**src/hdl/sph_cubic_spline_kernel_assert.svh**
```systemverilog
// ----------------------------------------------------------------------------
// SPH cubic spline kernel assertion macros
// Shared concurrent assertion wrappers for the kernel RTL.
// ----------------------------------------------------------------------------
`ifndef SPH_CUBIC_SPLINE_KERNEL_ASSERT_SVH
`define SPH_CUBIC_SPLINE_KERNEL_ASSERT_SVH

// same-cycle implication
`define SPH_ASSERT_IMPL(label, clk, rst, ante, cons) \
   label: assert property (@(posedge clk) disable iff (rst) (ante) |-> (cons)) \
      else $error("assertion failed");

// next-cycle implication
`define SPH_ASSERT_NEXT(label, clk, rst, ante, cons) \
   label: assert property (@(posedge clk) disable iff (rst) (ante) |=> (cons)) \
      else $error("assertion failed");

`endif

```
**src/hdl/sph_pkg.sv**
```systemverilog
// ----------------------------------------------------------------------------
// SPH kernel package
// Shared types and constants for the cubic spline kernel pipeline.
// ----------------------------------------------------------------------------
`timescale 1ns / 1ps

package sph_pkg;

   // partial product chunk width of the multiplier pipelines
   localparam int CHUNK_W = 32;

   // 4 * pi * 2^60, rounded pi constant shifted by two
   localparam int          PIQ4_W   = 64;
   localparam logic [63:0] PIQ4     = 64'hC90FDAA22168C234;
   localparam int          PI_SHIFT = 60;

   typedef struct packed {
      logic bad_width;
      logic outside;
      logic near;
      logic sat;
   } flags_type;

   localparam int FLAGS_W = $bits(flags_type);

endpackage

```
**src/hdl/sph_front.sv**
```systemverilog
// ----------------------------------------------------------------------------
// SPH kernel front stage
// Classifies r against h and forms the spline operands x and y.
// ----------------------------------------------------------------------------
`timescale 1ns / 1ps

module sph_front import sph_pkg::*; #(
   parameter int W = 32
) (
   input  logic           clock,
   input  logic           reset,
   input  logic           in_valid,
   output logic           in_ready,
   input  logic [W-1:0]   in_r,
   input  logic [W-1:0]   in_h,
   output logic           out_valid,
   input  logic           out_ready,
   output logic [W-1:0]   out_h,
   output logic [W:0]     out_x,
   output logic [W+2:0]   out_y,
   output flags_type      out_flags
);

   localparam int XW = W + 1;
   localparam int YW = W + 3;

   logic            v_ff;
   logic [W-1:0]    h_ff;
   logic [XW-1:0]   x_ff, x_in;
   logic [YW-1:0]   y_ff, y_in;
   flags_type       flags_ff, flags_in;
   logic [XW-1:0]   u;

   assign in_ready = ~v_ff | out_ready;

   always_comb begin
      u                  = {in_h, 1'b0} - XW'(in_r);
      flags_in.bad_width = (in_h == '0);
      flags_in.outside   = (XW'(in_r) >= {in_h, 1'b0});
      flags_in.near      = (in_r < in_h);
      flags_in.sat       = 1'b0;
      if (flags_in.near) begin
         x_in = XW'(in_r);
         y_in = (YW'(in_h) << 2) + (YW'(in_h) << 1) - (YW'(in_r) << 1) - YW'(in_r);
      end else begin
         x_in = u;
         y_in = YW'(u);
      end
   end

   always_ff @(posedge clock) begin
      if (reset) begin
         v_ff <= 1'b0;
      end else if (in_ready) begin
         v_ff <= in_valid;
      end
   end

   always_ff @(posedge clock) begin
      if (in_ready) begin
         h_ff     <= in_h;
         x_ff     <= x_in;
         y_ff     <= y_in;
         flags_ff <= flags_in;
      end
   end

   assign out_valid = v_ff;
   assign out_h     = h_ff;
   assign out_x     = x_ff;
   assign out_y     = y_ff;
   assign out_flags = flags_ff;

endmodule

```
**config.mk**
```make
export PLATFORM = sky130hd
export DESIGN_NAME = sph_front
export DESIGN_NICKNAME = d
export VERILOG_FILES = /design/src/hdl/sph_cubic_spline_kernel_assert.svh /design/src/hdl/sph_pkg.sv /design/src/hdl/sph_front.sv
export SDC_FILE = /design/constraint.sdc
export NUM_CORES = 1
export LEC_CHECK = 0
export ABC_AREA = 1
export CAP_MARGIN = 40
export CORE_MARGIN = 2
export CORE_UTILIZATION = 52
export CTS_CLUSTER_DIAMETER = 120
export DETAILED_ROUTE_END_ITERATION = 8
export DONT_BUFFER_PORTS = 1
export PLACE_DENSITY = 0.67
export SLEW_MARGIN = 20
export SYNTH_ARGS = -nofsm -noshare
export SYNTH_HDL_FRONTEND = slang
export SYNTH_SLANG_ARGS = --single-unit
```
**constraint.sdc**
```tcl
create_clock -name clock -period 3.9 [get_ports clock]
set_clock_uncertainty 0.1 [all_clocks]
set_input_delay 0.195 -clock clock [delete_from_list [all_inputs] [get_ports clock]]
set_output_delay 0.195 -clock clock [all_outputs]
set_load 0.01 [all_outputs]
```
Word level (Yosys, flattened, before mapping)
Cells that the tools add are included.

Register bits: 104. Bits in latches: 0. RAM bits: 0. Memory bits (read-only): 0. Output and inout port bits: 106. Memories: 0.

$add $sub $neg: 4. Multiply operators: 0. Div/mod/pow operators: 0. Order comparisons: 2. Equality and inequality tests: 0. Shift operators: 0. Muxes and demuxes: 2. Bitwise logic cells: 2. Reductions and logical operators: 1.

Operators by type and width (number): 34-bit by 33-bit adder with 35-bit output (1); 35-bit by 32-bit subtractor with 35-bit output (1); 35-bit by 33-bit subtractor with 35-bit output (1); 32-bit by 33-bit >= comparator with 1-bit output (1); 33-bit two-way mux (1); 33-bit by 32-bit subtractor with 33-bit output (1); 32-bit zero test (1); 32-bit < comparator (1); 32-bit two-way mux (1); 1-bit NOT (1); 1-bit bitwise OR (1).

Depth between registers and ports, before layout
Depth in word-level cells: 4. Depth in mapped cells: 19.

Worst setup path before layout
No wires, ideal clock.

Path type: register to register. From: reg v_ff, in the netlist out_valid. To: reg flags_ff (netlist bit out_flags[1]) (enable). Setup time: 974 ps. Data arrival time: 2114 ps. Required time: 2826 ps. Setup slack: 713 ps. Cell stages (with the launch flop): 2. Buffers on the path: 0. Period minus slack after synthesis: 3187 ps. Path through: dfxtp_1 > nand2_1.

Cells in the longest elaborated chain, start to end: 2.

RTL lines: start: declaration (line sph_front.sv:27) `logic v_ff;`; start signal: assignment (line sph_front.sv:55) `v_ff <= in_valid;`; 1-bit NOT (line sph_front.sv:34) `assign in_ready = ~v_ff | out_ready;`; 1-bit bitwise OR (line sph_front.sv:34); named net in_ready (line sph_front.sv:13) `output logic in_ready,`; end signal: assignment (line sph_front.sv:64) `flags_ff <= flags_in;`; end: declaration (line sph_front.sv:31) `flags_type flags_ff, flags_in;`.

The timed path passes the listed nets, and every way through them passes these cells. A chain may end at the register's enable or synchronous reset.

Worst setup path in the final report
From: in in_h[0]. To: reg y_ff[18], in the netlist out_y[18] (data pin).

Cells in the longest elaborated chain, start to end: 4.

RTL lines: start: declaration (line sph_front.sv:15) `input logic [W-1:0] in_h,`; 34-bit by 33-bit adder with 35-bit output (line sph_front.sv:44) `y_in = (YW'(in_h) << 2) + (YW'(in_h) << 1) - (YW'(in_r) << 1) - YW'(in_r);`; 35-bit by 33-bit subtractor with 35-bit output (line sph_front.sv:44); 35-bit by 32-bit subtractor with 35-bit output (line sph_front.sv:44); 33-bit two-way mux (*) (line sph_front.sv:42) `if (flags_in.near) begin`; named net y_in[18] (line sph_front.sv:30) `logic [YW-1:0] y_ff, y_in;`; end signal: assignment (line sph_front.sv:63) `y_ff <= y_in;`; end: declaration (line sph_front.sv:30).

The timed path passes the listed nets; every way through them passes the cells marked *.

==> qor.csv <==
stage,metric,value,unit
run_status,status,completed,
setup_path,critPathRequiredTime,4030,ps
cells_and_area,area_growth_syn_to_layout,10.3,%
flow_run,max-cap-violations,0,
setup_path,rrSetupSlack,1730,ps
power_and_ir_drop,p_per_area,440,nW/µm²
setup_path,crit_chain,inv_1 -> fa_1 -> fa_1 -> inv_1 -> ha_1 -> fa_1 -> nand2_1 -> nand3_1 -> nand3_1 -> nand2_1 -> nand2_1 -> nand2_1 -> xor2_1 -> nand3_2 -> nand2_1,
placed_design,gp_congestion,0.964,
setup_path,crit_family,adder cells,
drt,drt_pass1_iterations,9,
grt,antenna_found_initial,1,
logic_synthesis,synth_ff_type,edfxtp_1,
setup_path,reg2reg_depth,4,
timing,slew_headroom,0.499,
grt,first_global_vias,10300,
logic_synthesis,syn-mean-instance-area,7.08,µm²
logic_synthesis,syn_area,11700,µm²
cts,clk_latency,370,ps
floorplan,dieArea,23700,µm²
logic_synthesis,ys.warnings.count,0,
timing,clock.fmax,328,MHz
floorplan,core,22000,µm²
timing,rsz0062_at_grt,no,
logic_synthesis,synth_nets,1884,
drt,wl_per_cell,18.4,µm
cts,clockBufferDepth,2,
cells_and_area,final_cells,2005,
timing,finalCritPeriodShare,0.781,
drt,wl,37000,µm
hold_path,hold_class,in -> reg,
drt,viasPerCell,5.33,
cts,h-tree-depth,3,
setup_path,timing.critical_path.buf_inv,2,
logic_synthesis,ys_ff_latch,103,
floorplan,fp.dieW,154,µm
placed_design,portBuffers,0,
drt,first_iter_violations,1060,
setup_path,slowest_stage,fa_1,
cts,cts_hold_buf,66,
cells_and_area,layout_common_cells,"nand2_1, inv_1, edfxtp_1, ha_1, nor2_1",
drt,drc_errors,0,
setup_path,worstSetupEndpoint,out_y[18],
drt,antenna_left,0,
logic_synthesis,synth_top_area_frac,0.261,
setup_path,worst-path-stages,15,
drt,vias,10700,
floorplan,ios,174,
cells_and_area,drive_above_1_share,0.0470,
cells_and_area,seqCellArea,3080,µm²
cts,post_cts_buffers,0,
placed_design,dp_cells,1922,
power_and_ir_drop,p_leak,7.32,nW
grt,grt_pass1_wl,56800,µm
grt,grt_start_max_net_pins,54,
setup_path,crit_path_frequent_cell,nand2_1,
placed_design,hpwl,29000,µm
timing,fin_tns_setup,0,ps
cts,cts_buffers,9,
setup_path,cp_max_fo,6,
cts,clock-root-buffer,clkbuf_16,
cells_and_area,multi_input_area,6980,µm²
cts,cts_tree,done,
cts,clkSlewWorstSetupHoldPaths,70,ps
logic_synthesis,yosysUniqueCellTypes,35,
logic_synthesis,synth_enable_flop_cells,102,
logic_synthesis,synth_area_leaders,"edfxtp_1, nand2_1, inv_1, fa_1, ha_1",
timing,fin_crit,3050,ps
logic_synthesis,yosys.area.top_type,edfxtp_1,
floorplan,start_util,0.534,
setup_path,start_kind,primary input,
timing,worstMarginPinSlew,751,ps
setup_path,crit_type,in -> reg,
cts,clock_sinks,103,
setup_path,cp-startpoint,in_h[0],
timing,drv_slew,0,
setup_path,r2r-start,out_valid,
cells_and_area,final_core_util,0.589,
placed_design,post-place-ws,527,ps
setup_path,end_kind,flip-flop,
timing,setup_violations,0,
cts,ctsResizeCount,0,
logic_synthesis,ys_seq_area_frac,0.263,
setup_path,reg2reg_to,out_valid,
power_and_ir_drop,ir_worst_vdd,0.250,mV
grt,grt-ovfl-total,0,
setup_path,worstPathArrival,3180,ps
timing,finalWorstSetupSlack,853,ps
cells_and_area,final_common_cell,nand2_1,
grt,grtUsageTotal,0.315,
setup_path,slowest_delay,510,ps
timing,whs,71.8,ps
floorplan,rows,54,
logic_synthesis,async_reset_ff_frac,0,
timing,finalHoldViolations,0,
logic_synthesis,synthCells,1655,
floorplan,dieHeight,154,µm
cells_and_area,n_fill_cell,2019,
cells_and_area,finalNetCount,1948,
tightest hold or removal path, delay by kind of cell:
| kind | cells | cell delay, ps |
|---|---|---|
| and+or+nand+nor | 3 | 170 |
worst min-delay path by stage:
stage	cells past startpoint	start	endpoint
6_report	3	in_h[11]	out_flags[3]
5_1_grt	3	in_h[11]	out_flags[3]
4_1_cts	3	in_h[11]	out_flags[3]
3_5_place_dp	1	reset	out_valid
3_3_place_gp	1	reset	out_valid
2_1_floorplan	1	reset	out_valid
layer usage:
metal  GRT usage  routed length, µm
met3      0.0705               3250
met5           0                  0
met2       0.486              16000
met4       0.126               1510
met1       0.431              16200
cell usage after synthesis, types with 3 or more instances:
library cell / n
edfxtp_1: 102
a21oi_1: 49
o21ai_0: 10
nor2_1: 96
inv_1: 383
and2_1: 8
nand3_2: 46
buf_12: 6
nor4_1: 7
nand2_2: 3
xor2_1: 31
nand2_1: 630
fa_1: 63
ha_1: 98
nor3_1: 7
nand4_1: 17
nand3_1: 64
buf_4: 10
kinds of logic (layout without fill, tap and decap cells):
| group | after synthesis | count (layout) | synth area share |
|---|---|---|---|
| buf+inv | 403 | 472 | 0.141 |
| fa+ha+maj | 161 | 161 | 0.212 |
| flops | 103 | 103 | 0.263 |
| other cells | 1 | 2 | 0.000320 |
| simple gates | 891 | 891 | 0.331 |
| compound gates | 63 | 63 | 0.0277 |
| xor+xnor | 33 | 33 | 0.0247 |
power by group:
part           switching [mW]  internal [mW]
clock network           0.464          0.602
logic                    1.82          0.968
registers               0.275           1.56
metrics by stage:
stage | area [µm²] | power, mW
after floorplan | 11700 | 3.79
after global placement | 11900 | 4.48
after detailed placement | 11900 | 4.51
after CTS | 12900 | 5.65
after global routing | 12900 | 6.11
final | 12900 | 5.69
final cells by class:
cell class                      count  area share
Clock inverter                      4     0.00591
Timing Repair Buffer               70      0.0560
Antenna cell                        1    0.000194
Clock buffer                       12      0.0198
Sequential cell                   103       0.239
Tap cell                          280      0.0271
Inverter                          386       0.112
Multi-Input combinational cell   1149       0.540
registers in the layout, summed over array words and instances, names as in the netlist:
signal	flops
out_y	34
out_h	32
out_x	33
out_valid	1
out_flags	3
Power figures use the tool's default switching activity.
