===== config.mk =====
export PLATFORM = sky130hd
export DESIGN_NAME = sph_mul_pipe
export DESIGN_NICKNAME = d
export VERILOG_FILES = /design/src/hdl/sph_cubic_spline_kernel_assert.svh /design/src/hdl/sph_pkg.sv /design/src/hdl/sph_mul_pipe.sv
export SDC_FILE = /design/constraint.sdc
export NUM_CORES = 2
export LEC_CHECK = 0
export ABC_AREA = 1
export BUFFER_PORTS_ARGS = -buffer_cell sky130_fd_sc_hd__buf_2
export CORE_MARGIN = 2
export CORE_UTILIZATION = 67
export CTS_BUF_LIST = sky130_fd_sc_hd__clkbuf_8
export CTS_CLUSTER_SIZE = 30
export DETAILED_ROUTE_END_ITERATION = 8
export PLACE_DENSITY = 0.85
export SYNTH_ARGS = -nofsm -noshare
export SYNTH_HDL_FRONTEND = slang
export SYNTH_SLANG_ARGS = --single-unit

===== constraint.sdc =====
create_clock -name clock -period 10.1 [get_ports clock]
set_input_delay 2.02 -clock clock [delete_from_list [all_inputs] [get_ports clock]]
set_output_delay 2.02 -clock clock [all_outputs]
set_load 0.01 [all_outputs]

===== src/hdl/sph_cubic_spline_kernel_assert.svh =====
// ----------------------------------------------------------------------------
// SPH cubic spline kernel assertion macros
// Shared concurrent assertion wrappers for the kernel RTL.
// ----------------------------------------------------------------------------
`ifndef SPH_CUBIC_SPLINE_KERNEL_ASSERT_SVH
`define SPH_CUBIC_SPLINE_KERNEL_ASSERT_SVH

// same-cycle implication
`define SPH_ASSERT_IMPL(label, clk, rst, ante, cons) \
   label: assert property (@(posedge clk) disable iff (rst) (ante) |-> (cons)) \
      else $error("assertion failed");

// next-cycle implication
`define SPH_ASSERT_NEXT(label, clk, rst, ante, cons) \
   label: assert property (@(posedge clk) disable iff (rst) (ante) |=> (cons)) \
      else $error("assertion failed");

`endif


===== src/hdl/sph_pkg.sv =====
// ----------------------------------------------------------------------------
// SPH kernel package
// Shared types and constants for the cubic spline kernel pipeline.
// ----------------------------------------------------------------------------
`timescale 1ns / 1ps

package sph_pkg;

   // partial product chunk width of the multiplier pipelines
   localparam int CHUNK_W = 32;

   // 4 * pi * 2^60, rounded pi constant shifted by two
   localparam int          PIQ4_W   = 64;
   localparam logic [63:0] PIQ4     = 64'hC90FDAA22168C234;
   localparam int          PI_SHIFT = 60;

   typedef struct packed {
      logic bad_width;
      logic outside;
      logic near;
      logic sat;
   } flags_type;

   localparam int FLAGS_W = $bits(flags_type);

endpackage


===== src/hdl/sph_mul_pipe.sv =====
// ----------------------------------------------------------------------------
// SPH chunked multiplier pipeline
// Multiplies two operands one chunk-by-chunk partial product per stage.
// ----------------------------------------------------------------------------
`timescale 1ns / 1ps

module sph_mul_pipe import sph_pkg::*; #(
   parameter int AW = 32,
   parameter int BW = 32,
   parameter int PW = 1
) (
   input  logic             clock,
   input  logic             reset,
   input  logic             in_valid,
   output logic             in_ready,
   input  logic [AW-1:0]    in_a,
   input  logic [BW-1:0]    in_b,
   input  logic [PW-1:0]    in_pay,
   output logic             out_valid,
   input  logic             out_ready,
   output logic [AW+BW-1:0] out_p,
   output logic [PW-1:0]    out_pay
);

   localparam int NA   = (AW + CHUNK_W - 1) / CHUNK_W;
   localparam int NB   = (BW + CHUNK_W - 1) / CHUNK_W;
   localparam int NS   = NA * NB;
   localparam int PAW  = NA * CHUNK_W;
   localparam int PBW  = NB * CHUNK_W;
   localparam int ACCW = PAW + PBW;

   logic             v_ff     [NS];
   logic [PAW-1:0]   a_ff     [NS];
   logic [PBW-1:0]   b_ff     [NS];
   logic [ACCW-1:0]  acc_ff   [NS];
   logic [PW-1:0]    pay_ff   [NS];
   logic             st_ready [NS];

   for (genvar s = 0; s < NS; s++) begin : g_stage
      localparam int IA = s / NB;
      localparam int IB = s % NB;

      logic               v_src;
      logic [PAW-1:0]     a_src;
      logic [PBW-1:0]     b_src;
      logic [ACCW-1:0]    acc_src;
      logic [PW-1:0]      pay_src;
      logic               nxt_ready;
      logic [2*CHUNK_W-1:0] pp;
      logic [ACCW-1:0]    acc_in;

      if (s == 0) begin : g_first
         assign v_src   = in_valid;
         assign a_src   = PAW'(in_a);
         assign b_src   = PBW'(in_b);
         assign acc_src = '0;
         assign pay_src = in_pay;
      end else begin : g_next
         assign v_src   = v_ff[s-1];
         assign a_src   = a_ff[s-1];
         assign b_src   = b_ff[s-1];
         assign acc_src = acc_ff[s-1];
         assign pay_src = pay_ff[s-1];
      end

      if (s == NS - 1) begin : g_last
         assign nxt_ready = out_ready;
      end else begin : g_mid
         assign nxt_ready = st_ready[s+1];
      end

      assign st_ready[s] = ~v_ff[s] | nxt_ready;
      assign pp     = a_src[IA*CHUNK_W +: CHUNK_W] * b_src[IB*CHUNK_W +: CHUNK_W];
      assign acc_in = acc_src + (ACCW'(pp) << ((IA + IB) * CHUNK_W));

      always_ff @(posedge clock) begin
         if (reset) begin
            v_ff[s] <= 1'b0;
         end else if (st_ready[s]) begin
            v_ff[s] <= v_src;
         end
      end

      always_ff @(posedge clock) begin
         if (st_ready[s]) begin
            a_ff[s]   <= a_src;
            b_ff[s]   <= b_src;
            acc_ff[s] <= acc_in;
            pay_ff[s] <= pay_src;
         end
      end
   end

   assign in_ready  = st_ready[0];
   assign out_valid = v_ff[NS-1];
   assign out_p     = acc_ff[NS-1][AW+BW-1:0];
   assign out_pay   = pay_ff[NS-1];

endmodule


Yosys cells after proc, flatten, opt, wreduce, memory -nomap -nowiden

Memory sizes are Yosys's and may differ from the RTL's.
Index checks and enable logic that the tools add are counted.

Flip-flop bits (word level): 0
Memory bits (writable): 66
Input port bits: 69
Output and inout bits: 67
Word-level logic and storage cells: 15
Memories kept: 3

Multipliers: 1
Muxes and demuxes: 8
Bitwise gates (word level): 2
Reduce and logical (&&, ||, !) cells: 1

Memory list:

| name   | words | width | rd ports | clocked after memory_dff | wr ports | line               | source |
|---|---|---|---|---|---|---|---|
| acc_ff | 1     | 64    | 1        | 0                        | 1        | sph_mul_pipe.sv:35 | `logic [ACCW-1:0] acc_ff [NS];` |
| pay_ff | 1     | 1     | 1        | 0                        | 1        | sph_mul_pipe.sv:36 | `logic [PW-1:0] pay_ff [NS];` |
| v_ff   | 1     | 1     | 1        | 0                        | 1        | sph_mul_pipe.sv:32 | `logic v_ff [NS];` |

Operators with widths:

| cell                                           | number |
|---|---|
| 32-bit by 32-bit multiplier with 64-bit output | 1 |
| 1-bit two-way mux                              | 8 |
| 1-bit inverter                                 | 1 |
| 1-bit bitwise OR                               | 1 |
| 1-bit OR reduction                             | 1 |

Logic depth before layout (Yosys ltp)

An unclocked memory read counts as a cell.

Word-level depth: 8
Depth in mapped cells: 30
Mapped depth without buffers: 29

Worst setup path after synthesis

OpenSTA, ideal clock, no wires.

Kind: in2reg
Start: input in_a[25]
End: memory acc_ff[0][62] (netlist bit), data pin
Setup time: 252 ps
Arrival: 7,714 ps
Path slack: 2,134 ps
Stages: 25
Cells stage by stage: clkbuf_1 nand2_1 fa_1 inv_1 fa_1 inv_1 fa_1 inv_1 fa_1 fa_1 fa_1 fa_1 inv_1 fa_1 inv_1 ha_1 nand2_2 nor2_1 inv_2 nor2_4 nand2_1 nor3_2 nand2_1 nand3_1 nand2_1

Cells in the longest elaborated chain, start to end: 1

RTL lines:

| what                                           | line               | source |
|---|---|---|
| from (decl)                                    | sph_mul_pipe.sv:16 | `input logic [AW-1:0] in_a,` |
| 32-bit by 32-bit multiplier with 64-bit output | sph_mul_pipe.sv:73 | `assign pp = a_src[IA*CHUNK_W +: CHUNK_W] * b_src[IB*CHUNK_W +: CHUNK_W];` |
| named net g_stage[0].acc_in[62]                | sph_mul_pipe.sv:50 | `logic [ACCW-1:0] acc_in;` |
| to (decl)                                      | sph_mul_pipe.sv:35 |  |

The timed path passes the listed nets, and every way through them passes these cells.

Worst setup path after layout

Start: input in_a[7]
End: memory acc_ff[0][32] (netlist bit), data pin

The elaborated chain is that of the path after synthesis.

==> metrics.md <==
| Metric | Value |
|---|---|
| WL/cell | 17.2 um |
| CTS tree | yes |
| I/O pins | 136 |
| Post-Syn Area | ~38000 um2 |
| Post-synth cell types | 21 |
| Synth Area per Inst | between 7 and 8 um2 |
| DRT Pass-1 Iters | 8 |
| Clk sink count | 66 |
| Die X | 242 um |
| Setup Buffers After CTS | 0 |
| DR vias | 30611 |
| Number of routed nets with antenna violations | 0 |
| Share of cells above drive strength 1 | 4.26% |
| Root Driver | clkbuf_8 |
| # DRC | 0 |
| Syn. warnings | 0 |
| HP Start | v_ff[0]$_DFFE_PP_ |
| Clk_skew | 0.0170 ns |
| Core Util, Final | 69.8% |
| Post-synthesis sequential area ratio | 5.21% |
| R2R depth | 4 |
| Nets | 6227 |
| Iteration-0 DRC Markers | between 2000 and 3000 |
| H-tree levels | 3 |
| Worst Path Class, Setup | input pin to flop |
| Die area | 58700 um2 |
| CTS max path bufs | 2 |
| Cell Chain, Critical Path | buf_2 -> nand2_1 -> fa_1 -> inv_1 -> fa_1 -> inv_1 -> fa_1 -> inv_1 -> fa_1 -> fa_1 -> fa_1 -> fa_1 -> fa_1 -> ha_1 -> nand2_1 -> nor2_2 -> inv_2 -> nor2_2 -> inv_1 -> o21bai_1 -> inv_1 -> nand2_1 -> xor2_1 |
| WHS Path Cells | 3 |
| Area fraction of the dominant cell type after synthesis | 47.1% |
| RSZ-0062 raised after global routing | no |
| Crit-path max FO | 32 |
| Final Max Tran Viols | 0 |
| Routability Congestion | 1.01 |
| CTS Buf Count | 9 |
| I/O Buffers | ~140 |
| Period utilisation layout | 86.3% |
| WP data required | 10.23 ns |
| Fmax achieved | 115 MHz |
| WHS | 0.701 ns |
| Fin Setup TNS | 0 ns |
| Fin. Hold Viols | 0 |
| Vias per std cell | 5.31 |
| Ranking of synthesized cells by area | fa_1 47%, inv_1 17%, nand2_1 15%, ha_1 8.6%, edfxtp_1 5.2% |
| Clk_lat worst skew | 0.37 ns |
| Core area | about 56000 um2 |
| Syn_nets | around 6300 |
| Max_cap viols | 0 |
| # fillers | 4450 |
| Overall routing resource usage | between 30% and 40% |
| Top cell by count, worst path | fa_1 |
| CP max-delay cell | buf_2 |
| Initial Util | 67.6% |
| P&R area growth vs syn | 3.23% |
| Post-synth top area cell | fa_1 |
| Hold path endpoint | v_ff[0]$_DFFE_PP_ |
| #FFs+latches synth | 66 |
| Total wire length | 99.3 mm |
| First-pass GRT wire length | ~160 mm |
| Largest net degree at the start of global routing | 66 |
| Cts hold-fix bufs | 0 |
| Critical Path Start Type | input pin |
| Fin area | 39300 um2 |
| Initial antenna violation count | 3 |
| Vias in the first global route | 33266 |
| Worst reg2reg setup slack | 8.42 ns |
| Die height | 242 um |
| Cell Area, Placed | 39100 um2 |
| Worst-margin pin slew | 0.926 ns |
| Crit path DAT | slightly below 9 ns |
| Delay of the slowest critical-path stage | 0.64 ns |
| Critical R2R Launch | v_ff[0]$_DFFE_PP_ |
| Reg-to-reg endpoint | acc_ff[0][16]$_DFFE_PP_ |
| Grt ovf | 0 |
| Outcome | finished, final reports clean |
| Post-CTS sizing | 0 |
| Final setup viols | 0 |
| HPWL Detailed | a little over 80 mm |
| Row count | 87 |
| Relative slew slack | 38.2% |
| Tmin final | 8.71 ns |
| Hold WC Path Type | flop to flop |
| Reg clk slew, reported paths | 0.09 ns |
| Mapped Cells | 5029 |
| CP Capture Type | flop |
==> flip-flops by register name, indices dropped and copies added, names as in the netlist <==
name	count
pay_ff	1
acc_ff	64
v_ff	1
==> area by class of cell <==
| type | count | area [um2] | area share (%) |
|---|---|---|---|
| repair buffers | 151 | 796 | 2.02 |
| clock buffers | 9 | 124 | 0.315 |
| inverters | 1737 | 6520 | 16.6 |
| clock inverters | 7 | 77.6 | 0.197 |
| diodes | 3 | 7.51 | 0.0191 |
| well taps | 756 | 946 | 2.41 |
| multi-input cells | 3034 | 28800 | 73.4 |
| flip-flops and latches | 66 | 1980 | 5.04 |
==> cell usage in the layout, fill, tap and decap left out, types with 32 or more instances in the layout <==
| cell | count |
|---|---|
| inv_1 | 1732 |
| nor2_1 | 84 |
| nand2_1 | 1570 |
| a21oi_1 | 44 |
| buf_2 | 135 |
| fa_1 | 896 |
| ha_1 | 263 |
| xor2_1 | 32 |
| nand3_1 | 58 |
| edfxtp_1 | 66 |
==> worst max-delay path: cells and delay by family <==
kind                       cells  cell delay, ns
xor gates and xnor gates       1            0.35
and+or+nand+nor                5            0.73
adders and majority gates      9            4.53
AOI/OAI and AO/OA              1            0.19
buffers and inverters          7            1.00
==> cells in the mapped netlist <==
| library cell | number |
|---|---|
| nand2_2 | 9 |
| nand3_2 | 6 |
| clkbuf_1 | 192 |
| nor2_4 | 5 |
| a21oi_1 | 44 |
| nand4_1 | 16 |
| nor3_2 | 6 |
| xnor2_1 | 4 |
| ha_1 | 263 |
| xor2_1 | 32 |
| inv_2 | 5 |
| nor3_1 | 12 |
| nor2_1 | 84 |
| o21ai_0 | 2 |
| nand3_1 | 58 |
| fa_1 | 896 |
| o21bai_1 | 12 |
| nor2_2 | 15 |
| nand2_1 | 1570 |
| edfxtp_1 | 66 |
| inv_1 | 1732 |
==> through the flow <==
step	cells	setup slack (ns)
after detailed placement	5744	1.01
after global routing	5762	1.12
after global placement	5744	1.06
after floorplan	5029	2.13
final	5763	1.39
after CTS	5760	1.36
==> kinds of logic after synthesis <==
group	share of synthesized area, %
AO/OA/AOI/OAI	0.841
XOR/XNOR	0.828
adder cells (fa/ha/maj)	55.8
buffers and inverters	19.0
flip-flops	5.21
AND/OR/NAND/NOR	18.3
==> metal layers <==
| metal | vias to the layer above | share of wire (%) | track usage [%] |
|---|---|---|---|
| li1 | 13632 | - | - |
| met1 | 14966 | 36 | 43.6 |
| met2 | 1597 | 50 | 60.5 |
| met3 | 414 | 8.7 | 5.97 |
| met4 | 2 | 5.9 | 18.2 |
| met5 | - | 0.0070 | 0 |
==> worst max-delay path by stage <==
stage,end,cells past startpoint,start
finish,acc_ff[0][32]$_DFFE_PP_,23,in_a[7]
global route,acc_ff[0][62]$_DFFE_PP_,24,in_b[8]
CTS,acc_ff[0][32]$_DFFE_PP_,23,in_a[7]
detailed placement,acc_ff[0][32]$_DFFE_PP_,23,in_a[7]
global placement,acc_ff[0][32]$_DFFE_PP_,23,in_a[7]
floorplan,acc_ff[0][62]$_DFFE_PP_,25,in_a[25]
Power is left out: the tool's default activity adds up to more than one toggle a clock period on the data nets, which glitch-free logic cannot reach.
